## src/rtl/nscb64_pkg.sv

```systemverilog
`timescale 1ns / 1ps
package nscb64_pkg;

   // run status codes
   localparam logic [1:0] ST_OK         = 2'd0;
   localparam logic [1:0] ST_BAD_PREFIX = 2'd1;
   localparam logic [1:0] ST_TOO_SHORT  = 2'd2;
   localparam logic [1:0] ST_BAD_CHAR   = 2'd3;

   // prefix characters and the two symbol characters
   localparam logic [7:0] CH_PREFIX0 = 8'h30;
   localparam logic [7:0] CH_PREFIX1 = 8'h32;
   localparam logic [7:0] CH_LBRACE  = 8'h7B;
   localparam logic [7:0] CH_RBRACE  = 8'h7D;

   localparam logic [5:0] SX_LBRACE = 6'd62;
   localparam logic [5:0] SX_RBRACE = 6'd63;

   // results caused by one input beat
   typedef struct packed {
      logic        has_data;
      logic [23:0] word;
      logic        has_status;
      logic [1:0]  status;
   } bundle_type;

   // {valid, sextet}
   function automatic logic [6:0] sextet_map(input logic [7:0] c);
      logic [6:0] r;
      r = 7'd0;
      if (c >= 8'h30 && c <= 8'h39) begin
         r = {1'b1, 6'(c - 8'h30)};
      end else if (c >= 8'h41 && c <= 8'h5A) begin
         r = {1'b1, 6'(c - 8'h41 + 8'd10)};
      end else if (c >= 8'h61 && c <= 8'h7A) begin
         r = {1'b1, 6'(c - 8'h61 + 8'd36)};
      end else if (c == CH_LBRACE) begin
         r = {1'b1, SX_LBRACE};
      end else if (c == CH_RBRACE) begin
         r = {1'b1, SX_RBRACE};
      end
      return r;
   endfunction

endpackage

```

## src/rtl/nscb64_step.sv

```systemverilog
`timescale 1ns / 1ps
module nscb64_step #(
   parameter int HEADER_SKIP = 12
) (
   input  logic                    clock,
   input  logic                    reset,
   input  logic                    accept,
   input  logic [7:0]              char_code,
   input  logic                    end_of_string,
   output nscb64_pkg::bundle_type  bundle,
   output logic                    push
);
   import nscb64_pkg::*;

   localparam int HdrW = $clog2(HEADER_SKIP + 3);
   localparam logic [HdrW-1:0] HdrEnd = HdrW'(HEADER_SKIP + 2);

   logic [HdrW-1:0] hdr_ff, hdr_in;
   logic [1:0]      phase_ff, phase_in;
   logic [17:0]     acc_ff, acc_in;
   logic            seen_ff, seen_in;
   logic            pbad_ff, pbad_in;
   logic [1:0]      err_ff, err_in;
   logic [6:0]      mapped;
   logic            pbad_next;

   assign mapped = sextet_map(char_code);

   always_comb begin
      hdr_in    = hdr_ff;
      phase_in  = phase_ff;
      acc_in    = acc_ff;
      seen_in   = seen_ff;
      pbad_in   = pbad_ff;
      err_in    = err_ff;
      pbad_next = pbad_ff | ~mapped[6];
      bundle    = '0;

      if (err_ff == ST_OK) begin
         if (hdr_ff == HdrW'(0)) begin
            if (char_code != CH_PREFIX0) err_in = ST_BAD_PREFIX;
            hdr_in = HdrW'(1);
         end else if (hdr_ff == HdrW'(1)) begin
            if (char_code != CH_PREFIX1) err_in = ST_BAD_PREFIX;
            hdr_in = HdrW'(2);
         end else if (hdr_ff < HdrEnd) begin
            hdr_in = hdr_ff + HdrW'(1);
         end else if (phase_ff != 2'd3) begin
            acc_in   = {acc_ff[11:0], mapped[5:0]};
            phase_in = phase_ff + 2'd1;
            pbad_in  = pbad_next;
         end else begin
            if (pbad_next) begin
               err_in = ST_BAD_CHAR;
            end else begin
               bundle.has_data = 1'b1;
               bundle.word     = {acc_ff, mapped[5:0]};
               seen_in         = 1'b1;
            end
            phase_in = 2'd0;
            acc_in   = '0;
            pbad_in  = 1'b0;
         end
      end

      if (end_of_string) begin
         bundle.has_status = 1'b1;
         bundle.status     = err_in;
         if (err_in == ST_OK) begin
            if (hdr_in < HdrW'(2))  bundle.status = ST_BAD_PREFIX;
            else if (!seen_in)      bundle.status = ST_TOO_SHORT;
         end
         // string closed, back to the reset state
         hdr_in   = '0;
         phase_in = 2'd0;
         acc_in   = '0;
         seen_in  = 1'b0;
         pbad_in  = 1'b0;
         err_in   = ST_OK;
      end
   end

   assign push = accept & (bundle.has_data | bundle.has_status);

   always_ff @(posedge clock) begin
      if (reset) begin
         hdr_ff   <= '0;
         phase_ff <= 2'd0;
         acc_ff   <= '0;
         seen_ff  <= 1'b0;
         pbad_ff  <= 1'b0;
         err_ff   <= ST_OK;
      end else if (accept) begin
         hdr_ff   <= hdr_in;
         phase_ff <= phase_in;
         acc_ff   <= acc_in;
         seen_ff  <= seen_in;
         pbad_ff  <= pbad_in;
         err_ff   <= err_in;
      end
   end

endmodule

```

## src/rtl/nsc_base64_decoder.sv

```systemverilog
`timescale 1ns / 1ps
// result path: an accepted input beat writes its bundle into the queue, offered when at the head
// throughput: one character per cycle unless stalled; each good four-character group yields three byte beats
// and the closing character one status beat, drained one per cycle from a two-entry queue
// input stalls while two bundles wait: a consumer stall, or a status close behind a group
// reset: synchronous, active high; clears decoder state and the result queue
module nsc_base64_decoder #(
   parameter int HEADER_SKIP = 12
) (
   input  logic       clock,
   input  logic       reset,
   // input channel
   input  logic       req_tvalid,
   output logic       req_tready,
   input  logic [7:0] req_tdata,   // [7:0] char_code
   input  logic       req_tlast,   // end_of_string
   // result channel
   output logic       rsp_tvalid,
   input  logic       rsp_tready,
   output logic [7:0] rsp_tdata,   // [7:0] data_byte
   output logic [2:0] rsp_tuser,   // [0] is_status, [2:1] status
   output logic       rsp_tlast    // last_of_run
);
   import nscb64_pkg::*;

   logic       accept;
   logic       push;
   bundle_type bundle;

   // decoder state and per-character logic
   nscb64_step #(
      .HEADER_SKIP (HEADER_SKIP)
   ) u_step (
      .clock         (clock),
      .reset         (reset),
      .accept        (accept),
      .char_code     (req_tdata),
      .end_of_string (req_tlast),
      .bundle        (bundle),
      .push          (push)
   );

   // two-entry queue of result bundles, so input keeps flowing while a bundle drains
   bundle_type ent_ff [2];
   logic       wr_ptr_ff, rd_ptr_ff;
   logic [1:0] cnt_ff, cnt_in;
   logic [1:0] idx_ff, idx_in;   // byte position inside the head bundle, 3 = status
   bundle_type head;
   logic       in_data;
   logic       beat;
   logic       pop;

   assign req_tready = (cnt_ff != 2'd2);
   assign accept     = req_tvalid & req_tready;

   assign head       = ent_ff[rd_ptr_ff];
   assign rsp_tvalid = (cnt_ff != 2'd0);
   assign in_data    = head.has_data & (idx_ff != 2'd3);
   assign beat       = rsp_tvalid & rsp_tready;
   // head bundle is done after its last byte when no status follows, or after its status
   assign pop        = beat & (~in_data | ((idx_ff == 2'd2) & ~head.has_status));

   always_comb begin
      rsp_tdata = 8'd0;
      if (in_data) begin
         case (idx_ff)
            2'd0:    rsp_tdata = head.word[23:16];
            2'd1:    rsp_tdata = head.word[15:8];
            2'd2:    rsp_tdata = head.word[7:0];
            default: rsp_tdata = 8'd0;
         endcase
      end
   end

   assign rsp_tuser = in_data ? 3'd0 : {head.status, 1'b1};
   assign rsp_tlast = ~in_data;

   always_comb begin
      idx_in = idx_ff;
      if (beat) idx_in = pop ? 2'd0 : idx_ff + 2'd1;
      cnt_in = cnt_ff + {1'b0, push} - {1'b0, pop};
   end

   always_ff @(posedge clock) begin
      if (reset) begin
         wr_ptr_ff <= 1'b0;
         rd_ptr_ff <= 1'b0;
         cnt_ff    <= 2'd0;
         idx_ff    <= 2'd0;
      end else begin
         if (push) wr_ptr_ff <= ~wr_ptr_ff;
         if (pop)  rd_ptr_ff <= ~rd_ptr_ff;
         cnt_ff <= cnt_in;
         idx_ff <= idx_in;
      end
   end

   // bundle payload, no reset needed
   always_ff @(posedge clock) begin
      if (push) ent_ff[wr_ptr_ff] <= bundle;
   end

`ifndef SYNTHESIS
   // queue never holds more than two bundles
   a_cnt_range: assert property (@(posedge clock) disable iff (reset)
      cnt_ff != 2'd3)
      else $error("result queue count out of range");

   // a status beat only comes from a bundle that carries a status
   a_status_src: assert property (@(posedge clock) disable iff (reset)
      (rsp_tvalid && rsp_tuser[0]) |-> head.has_status)
      else $error("status beat without status in bundle");

   // byte index only advances past zero inside a data bundle
   a_idx_data: assert property (@(posedge clock) disable iff (reset)
      (rsp_tvalid && idx_ff != 2'd0) |-> head.has_data)
      else $error("byte index set on status-only bundle");

   // nothing offered right after reset
   a_reset_empty: assert property (@(posedge clock)
      (!reset && $past(reset)) |-> !rsp_tvalid)
      else $error("result offered after reset");
`endif

endmodule

```

## config.mk

```make
export PLATFORM = sky130hd
export DESIGN_NAME = nsc_base64_decoder
export DESIGN_NICKNAME = d
export VERILOG_FILES = /design/src/rtl/nscb64_pkg.sv /design/src/rtl/nscb64_step.sv /design/src/rtl/nsc_base64_decoder.sv
export SDC_FILE = /design/constraint.sdc
export NUM_CORES = 1
export LEC_CHECK = 0
export BUFFER_PORTS_ARGS = -buffer_cell sky130_fd_sc_hd__buf_2
export CORE_MARGIN = 10
export CORE_UTILIZATION = 55
export CTS_CLUSTER_DIAMETER = 50
export DETAILED_ROUTE_END_ITERATION = 7
export PLACE_DENSITY = 0.76
export SLEW_MARGIN = 20
export SYNTH_ARGS = -nofsm -noshare
export SYNTH_HDL_FRONTEND = slang
export SYNTH_SLANG_ARGS = --single-unit
```

## constraint.sdc

```tcl
create_clock -name clock -period 3.75 [get_ports clock]
set_clock_uncertainty 0.1 [all_clocks]
set_input_delay 0.375 -clock clock [delete_from_list [all_inputs] [get_ports clock]]
set_output_delay 0.375 -clock clock [all_outputs]
set_load 0.02 [all_outputs]
```

==> results of run 1 <==
==> final cells by class <==
| cell class | instances | area [µm²] | share of cell area, % |
|---|---|---|---|
| Sequential cell | 91 | 2382 | 49.42 |
| Clock inverter | 7 | 61.31 | 1.272 |
| Clock buffer | 9 | 123.9 | 2.569 |
| Inverter | 19 | 71.32 | 1.479 |
| Multi-Input combinational cell | 289 | 1887 | 39.14 |
| Tap cell | 102 | 127.6 | 2.647 |
| Timing Repair Buffer | 31 | 167.7 | 3.478 |
==> routing by layer <==
metal / part of all wire [%] / wire length (µm)
met1: 43 / 4203
met2: 48 / 4703
met4: 1.0 / 102
met5: 0 / 0
met3: 7.5 / 728
==> worst max-delay path, delay by kind of cell <==
| kind | cells | cell delay [ns] |
|---|---|---|
| simple gates | 5 | 1.12 |
| buf+inv | 4 | 0.90 |
| fa+ha+maj | 1 | 0.27 |
| compound gates | 1 | 0.14 |
==> state kept, by name, indices dropped and copies added (netlist names), named ones only <==
| name | count |
|---|---|
| cnt_ff | 2 |
| ent_ff | 56 |
| idx_ff | 2 |
| rd_ptr_ff | 1 |
| u_step.acc_ff | 18 |
| u_step.err_ff | 2 |
| u_step.hdr_ff | 4 |
| u_step.pbad_ff | 1 |
| u_step.phase_ff | 2 |
| u_step.seen_ff | 1 |
| wr_ptr_ff | 1 |
==> per-stage QoR <==
step | area, µm² | setup WS (ns) | instances
global route | 4821 | 0.7187 | 548
finish | 4821 | 0.8406 | 548
global placement | 4636 | 0.5594 | 532
detailed placement | 4636 | 0.4920 | 532
CTS | 4821 | 0.8603 | 548
floorplan | 4453 | 0.08642 | 425
==> worst paths after layout <==
kind	to	startpoint	slack (ns)
worst max register to register	cnt_ff[1]$_SDFF_PP0_	idx_ff[0]$_SDFFE_PP0P_	1.09
worst min register to register	u_step.acc_ff[14]$_SDFFE_PP0P_	u_step.acc_ff[14]$_SDFFE_PP0P_	0.36
worst max-delay path	ent_ff[0][0]$_DFFE_PP_	req_tdata[0]	0.84
worst min-delay path	ent_ff[1][2]$_DFFE_PP_	req_tlast	0.32
==> where the power goes <==
group          internal [mW]  switching, mW  leakage (nW)
combinational          0.197          0.365         0.880
clock                  0.251          0.362        0.0871
sequential              1.12         0.0289         0.837
total                   1.57          0.755          1.80
==> layout by cell type, fill, tap and decap left out, types with 11 or more instances in the layout <==
| cell | n |
|---|---|
| a21oi_1 | 30 |
| buf_2 | 26 |
| and2_1 | 20 |
| inv_1 | 16 |
| nand2_1 | 38 |
| nand3_1 | 15 |
| ha_1 | 19 |
| a222oi_1 | 16 |
| o21ai_0 | 11 |
| edfxtp_1 | 56 |
| dfxtp_1 | 35 |
| nor2_1 | 37 |
==> cells by family after synthesis <==
kind of cell	count (synthesis)
AOI/OAI and AO/OA	102
adders and majority gates	19
buffers and inverters	45
and+or+nand+nor	153
xor gates and xnor gates	9
DFF	91
muxes	6
==> impl_metrics.py, run 1 <==
metrics = {
    "synthesis": {
        "synthSimpleGateAreaFrac_pct": 17.76,
        "yosys_warnings": 0,
        "synth_cells": 425,
        "synth_compound_area_share_pct": 16.02,
        "netlist_area_mm2": 0.004453,
        "synth_top_family_by_area": "simple AND/OR/NAND/NOR gates",
        "netlist_top_cells_count": "edfxtp_1 (56), nor2_1 (39), nand2_1 (38), dfxtp_1 (35), a21oi_1 (30)",
        "synth_flop_cell": "edfxtp_1",
        "ys_seq_area_share_pct": 53.50,
        "synth_area_leaders": "edfxtp_1 (38%), dfxtp_1 (16%), ha_1 (5.3%)",
        "yosysUniqueCellTypes": 57,
        "yosysTopAreaCell": "edfxtp_1",
        "synth.most_common_cell": "edfxtp_1",
        "synth_edf_count": 56,
        "syn_area_per_cell_um2": 10.48,
        "ys_ff_latch": 91,
        "synth_fp_nets": 457,
        "synth_mux_area_share_pct": 1.377,
        "synth-xor-area-share_pct": 1.770,
        "synth_top_area_share_pct": 37.76,
        "synth_fa_ha_area_share_pct": 5.339,
        "async_flop_share_pct": 0,
    },
    "worst_hold_path": {
        "min_path_cells": 1,
        "hp-class": "input pin to register",
    },
    "critical_path": {
        "startpoint_type": "input pin",
        "end_kind": "register",
        "critPathMaxStageDelay_ns": 0.57,
        "critPathSlowestCell": "or4b_4",
        "path_cells": "buf_2 -> inv_1 -> ha_1 -> nor4b_2 -> or4b_4 -> nand4_4 -> nand3_4 -> inv_2 -> o21ai_2 -> nor2_2 -> buf_4",
        "critPathArrivalTime_ns": 2.82,
        "crit_fanout": 28,
        "crit_type": "input pin to register",
        "reg2reg_depth": 10,
        "worstPathRequired_ns": 3.66,
    },
    "cts": {
        "post_cts_buffers": 0,
        "cts_resized": 0,
        "cts_tree": "done",
        "cts_buffers": 9,
        "clockBufferDepth": 2,
        "htreeDepth": 3,
        "clk_pin_slew_ns": 0.10,
        "insertion_delay_ns": 0.35,
        "root_buffer": "clkbuf_8",
        "cts.sinks": 91,
        "ctsHoldBuffers": 0,
    },
    "route": {
        "viasPerCell": 6.093,
        "drt-wirelength-per-cell_um": 17.77,
        "ant_nets": 0,
        "drc": 0,
        "vias": 3339,
        "drt-pass1-iter-count": 7,
        "drtIter0Drc": 400,
        "totalWireLength_mm": 9.738,
    },
    "cells_and_area": {
        "fin_util_pct": 61.75,
        "drive_above_1_share_pct": 13.68,
        "fin_nets": 473,
        "antennaDiodeCount": 0,
        "num-fill-cells": 636,
        "syn_to_final_growth_pct": 8.261,
    },
    "power": {
        "power_leakage_nw": 1.804,
        "p_total_mw": 2.326,
        "powerDensity_mw_per_mm2": 482.4,
        "irDropWorstVdd_uv": 252.8,
    },
    "global_routing": {
        "grt.met3_usage_pct": 2.728,
        "met1_usage_pct": 21.39,
        "busiest_layer": "met2",
        "grt_max_degree": 30,
        "met2_usage_pct": 26.76,
        "track_usage_pct": 16.23,
        "grt_pass1_wl_mm": 15.57,
        "overflow": 0,
        "antenna_found_initial": 0,
        "grt_pass1_vias": 3177,
    },
    "timing": {
        "drv_slew": 0,
        "period_minus_slack_ns": 2.909,
        "hold_viol_final": 0,
        "slew_headroom_pct": 30.59,
        "finalSetupTns_ns": 0,
        "rsz0062_at_grt": "no",
        "holdWs_ns": 0.3215,
        "setup_viol_count_final": 0,
        "fmax_ghz": 0.3437,
        "worst_pin_slew_ns": 1.034,
        "min_period_over_period_pct": 77.58,
    },
    "flow_run": {
        "maxCapViolations": 0,
    },
    "status": {
        "status": "complete, no violations",
    },
    "floorplan": {
        "start_util_pct": 57.04,
        "fp-row-count": 32,
        "fp.dieW_um": 110.0,
        "core_area_mm2": 0.007807,
        "die_y_um": 110.0,
        "io_pins": 27,
        "dieArea_mm2": 0.01210,
    },
    "place": {
        "io_buffers": 26,
        "hpwlAfterDp_mm": 7.113,
        "gp_congestion": 0.9293,
    },
}
(Power assumes the default switching activity.)
==> inputs of run 2 (changes only) <==
==> constraint.sdc (replaced) <==
create_clock -name clock -period 2.3 [get_ports clock]
set_clock_uncertainty 0.1 [all_clocks]
set_input_delay 0.23 -clock clock [delete_from_list [all_inputs] [get_ports clock]]
set_output_delay 0.23 -clock clock [all_outputs]
set_load 0.02 [all_outputs]
==> run 2 against run 1 <==
Against the previous run:
- global-route usage rose by 1.5 points
- combinational power grew 120%
- worst hold slack got worse by 0.15 ns
- flip-flop and latch count unchanged
- first-iteration DRC count increased by 25%
- final cell count up 11%
- power up 80%
- core utilization increased by 9.4 points
- count of clock-buffer cells in the layout up 1
- non-clock buffer count up 63
- sequential share of layout area down 6.4 points
- die area unchanged
- critical path type is now register to output port
- critical endpoint is now rsp_tdata[1]
- largest power group unchanged
==> impl_metrics.py, run 2 (synthesis results as in run 1) <==
metrics = {
    "status": {
        "status": "complete, no violations",
    },
    "route": {
        "viasPerCell": 5.894,
        "drt-pass1-iter-count": 6,
        "totalWireLength_mm": 11.07,
        "drtIter0Drc": 498,
        "top_layer": "met4",
        "vias": 3601,
        "drt-wirelength-per-cell_um": 18.11,
        "ant_nets": 0,
        "wirelength_met1_mm": 4.750,
        "met2_length_mm": 5.450,
        "drc": 0,
        "wl_met3_um": 727,
    },
    "timing": {
        "worst_pin_slew_ns": 0.5716,
        "period_minus_slack_ns": 2.287,
        "setup_viol_count_final": 0,
        "rsz0062_at_grt": "yes",
        "min_period_over_period_pct": 99.43,
        "setup_ws_ns": 0.01304,
        "slew_headroom_pct": 61.89,
        "fmax_ghz": 0.4373,
        "drv_slew": 0,
        "hold_viol_final": 0,
        "holdWs_ns": 0.1749,
        "finalSetupTns_ns": 0,
    },
    "critical_path": {
        "startpoint_type": "register",
        "reg2reg_to": "ent_ff[0][1]$_DFFE_PP_",
        "critPathBufInv": 3,
        "end_kind": "output port",
        "worstPathRequired_ns": 1.97,
        "critPathSlowestCell": "dfxtp_4",
        "regToRegSetupSlack_ns": 0.14,
        "path_depth": 7,
        "critical_path.top_delay_family": "compound AO/OA/AOI/OAI gates",
        "critPathArrivalTime_ns": 1.96,
        "critPathMaxStageDelay_ns": 0.40,
        "reg2reg_depth": 7,
        "crit_fanout": 5,
        "cp-startpoint": "idx_ff[1]$_SDFFE_PP0P_",
        "rr_startpoint": "u_step.hdr_ff[0]$_SDFFE_PP0P_",
        "cp-endpoint": "rsp_tdata[1]",
        "crit_type": "register to output port",
        "path_cells": "inv_4 -> ha_4 -> buf_8 -> a222oi_1 -> nor2b_2 -> a211oi_2 -> buf_4",
    },
    "cts": {
        "cts_buffers": 9,
        "clk_pin_slew_ns": 0.09,
        "clockBufferDepth": 2,
        "insertion_delay_ns": 0.35,
        "ctsHoldBuffers": 0,
        "cts.sinks": 91,
        "root_buffer": "clkbuf_8",
        "htreeDepth": 3,
        "cts_tree": "done",
    },
    "cells_and_area": {
        "mostFrequentLayoutCell": "buf_4",
        "antennaDiodeCount": 0,
        "reg_top3": "ent_ff: 56 flops, u_step.acc_ff: 18 flops, u_step.hdr_ff: 4 flops",
        "syn_to_final_growth_pct": 24.73,
        "largest_register_ffs": 56,
        "top_register": "ent_ff",
        "fin_util_pct": 71.14,
        "final_cell_mix": "buf_4 (63), edfxtp_1 (56), nand2_1 (38)",
        "stdcell_count": 611,
        "drive_above_1_share_pct": 28.88,
        "fin_nets": 536,
        "final_area_mm2": 0.005554,
    },
    "floorplan": {
        "fp.dieW_um": 110.0,
        "start_util_pct": 57.04,
        "core_area_mm2": 0.007807,
        "fp-row-count": 32,
        "io_pins": 27,
        "die_y_um": 110.0,
        "dieArea_mm2": 0.01210,
    },
    "global_routing": {
        "grt_pass1_vias": 3371,
        "grt_max_degree": 30,
        "grt_pass1_wl_mm": 16.84,
        "overflow": 0,
        "antenna_found_initial": 0,
        "track_usage_pct": 17.74,
    },
    "place": {
        "placed_cell_area_mm2": 0.005100,
        "io_buffers": 26,
        "hpwlAfterDp_mm": 7.703,
        "gp_congestion": 0.9440,
        "place_ws_ns": -0.2860,
        "placedCellCount": 582,
    },
    "power": {
        "power_leakage_nw": 2.173,
        "powerDensity_mw_per_mm2": 754.4,
        "p_total_mw": 4.190,
        "irDropWorstVdd_uv": 361.1,
    },
    "flow_run": {
        "maxCapViolations": 0,
    },
    "worst_hold_path": {
        "hp-class": "input pin to register",
    },
}
==> run 2: cell types whose count changed in the layout (fill, tap and decap cells not counted), moves of 3 or more <==
cell      previous run  this run
a211oi_2             0         3
a211oi_1             8         5
buf_12               0         3
ha_4                 0         5
buf_2               26        23
dfxtp_1             35        32
inv_1               16        12
ha_1                19        13
buf_4                5        63
==> run 2: what timing repair did <==
action	CTS	global route
setup buffers	0	11
endpoints found under the setup margin	10	14
hold endpoints to repair	0	0
gates cloned	0	2
gates resized for setup	7	30
pin swaps	1	14
==> run 2: layout make-up <==
class | instances | area, µm²
clock inverters | 6 | 65.06
inverters | 19 | 92.59
multi-input cells | 289 | 2018
fillers | 573 | 2253
repair buffers | 94 | 732.0
flip-flops and latches | 91 | 2391
well taps | 102 | 127.6
clock buffers | 10 | 127.6
==> run 2: where the power goes <==
| part | switching (mW) | internal [mW] | total, mW |
|---|---|---|---|
| logic | 0.692 | 0.541 | 1.23 |
| clock network | 0.547 | 0.506 | 1.05 |
| registers | 0.0687 | 1.83 | 1.90 |
| total | 1.31 | 2.88 | 4.19 |
==> run 2: worst min-delay path by stage <==
stage / cells past startpoint / startpoint / end
after floorplan: 0 / req_tlast / ent_ff[0][2]$_DFFE_PP_
after CTS: 4 / rsp_tready / idx_ff[0]$_SDFFE_PP0P_
after global placement: 2 / u_step.acc_ff[13]$_SDFFE_PP0P_ / u_step.acc_ff[13]$_SDFFE_PP0P_
after global routing: 1 / req_tlast / ent_ff[0][2]$_DFFE_PP_
final: 4 / rsp_tready / idx_ff[0]$_SDFFE_PP0P_
after detailed placement: 2 / u_step.acc_ff[15]$_SDFFE_PP0P_ / u_step.acc_ff[15]$_SDFFE_PP0P_
==> run 2: metal layers <==
metal	vias up	track usage (%)
met5	-	0
met1	1723	23.83
met4	0	5.019
li1	1716	-
met2	147	28.41
met3	15	3.714
==> run 2: worst min-delay path, cell delays in order <==
cell	delay, ns
buf_2	0.08
nand2_1	0.10
xnor2_1	0.15
nor3_1	0.04
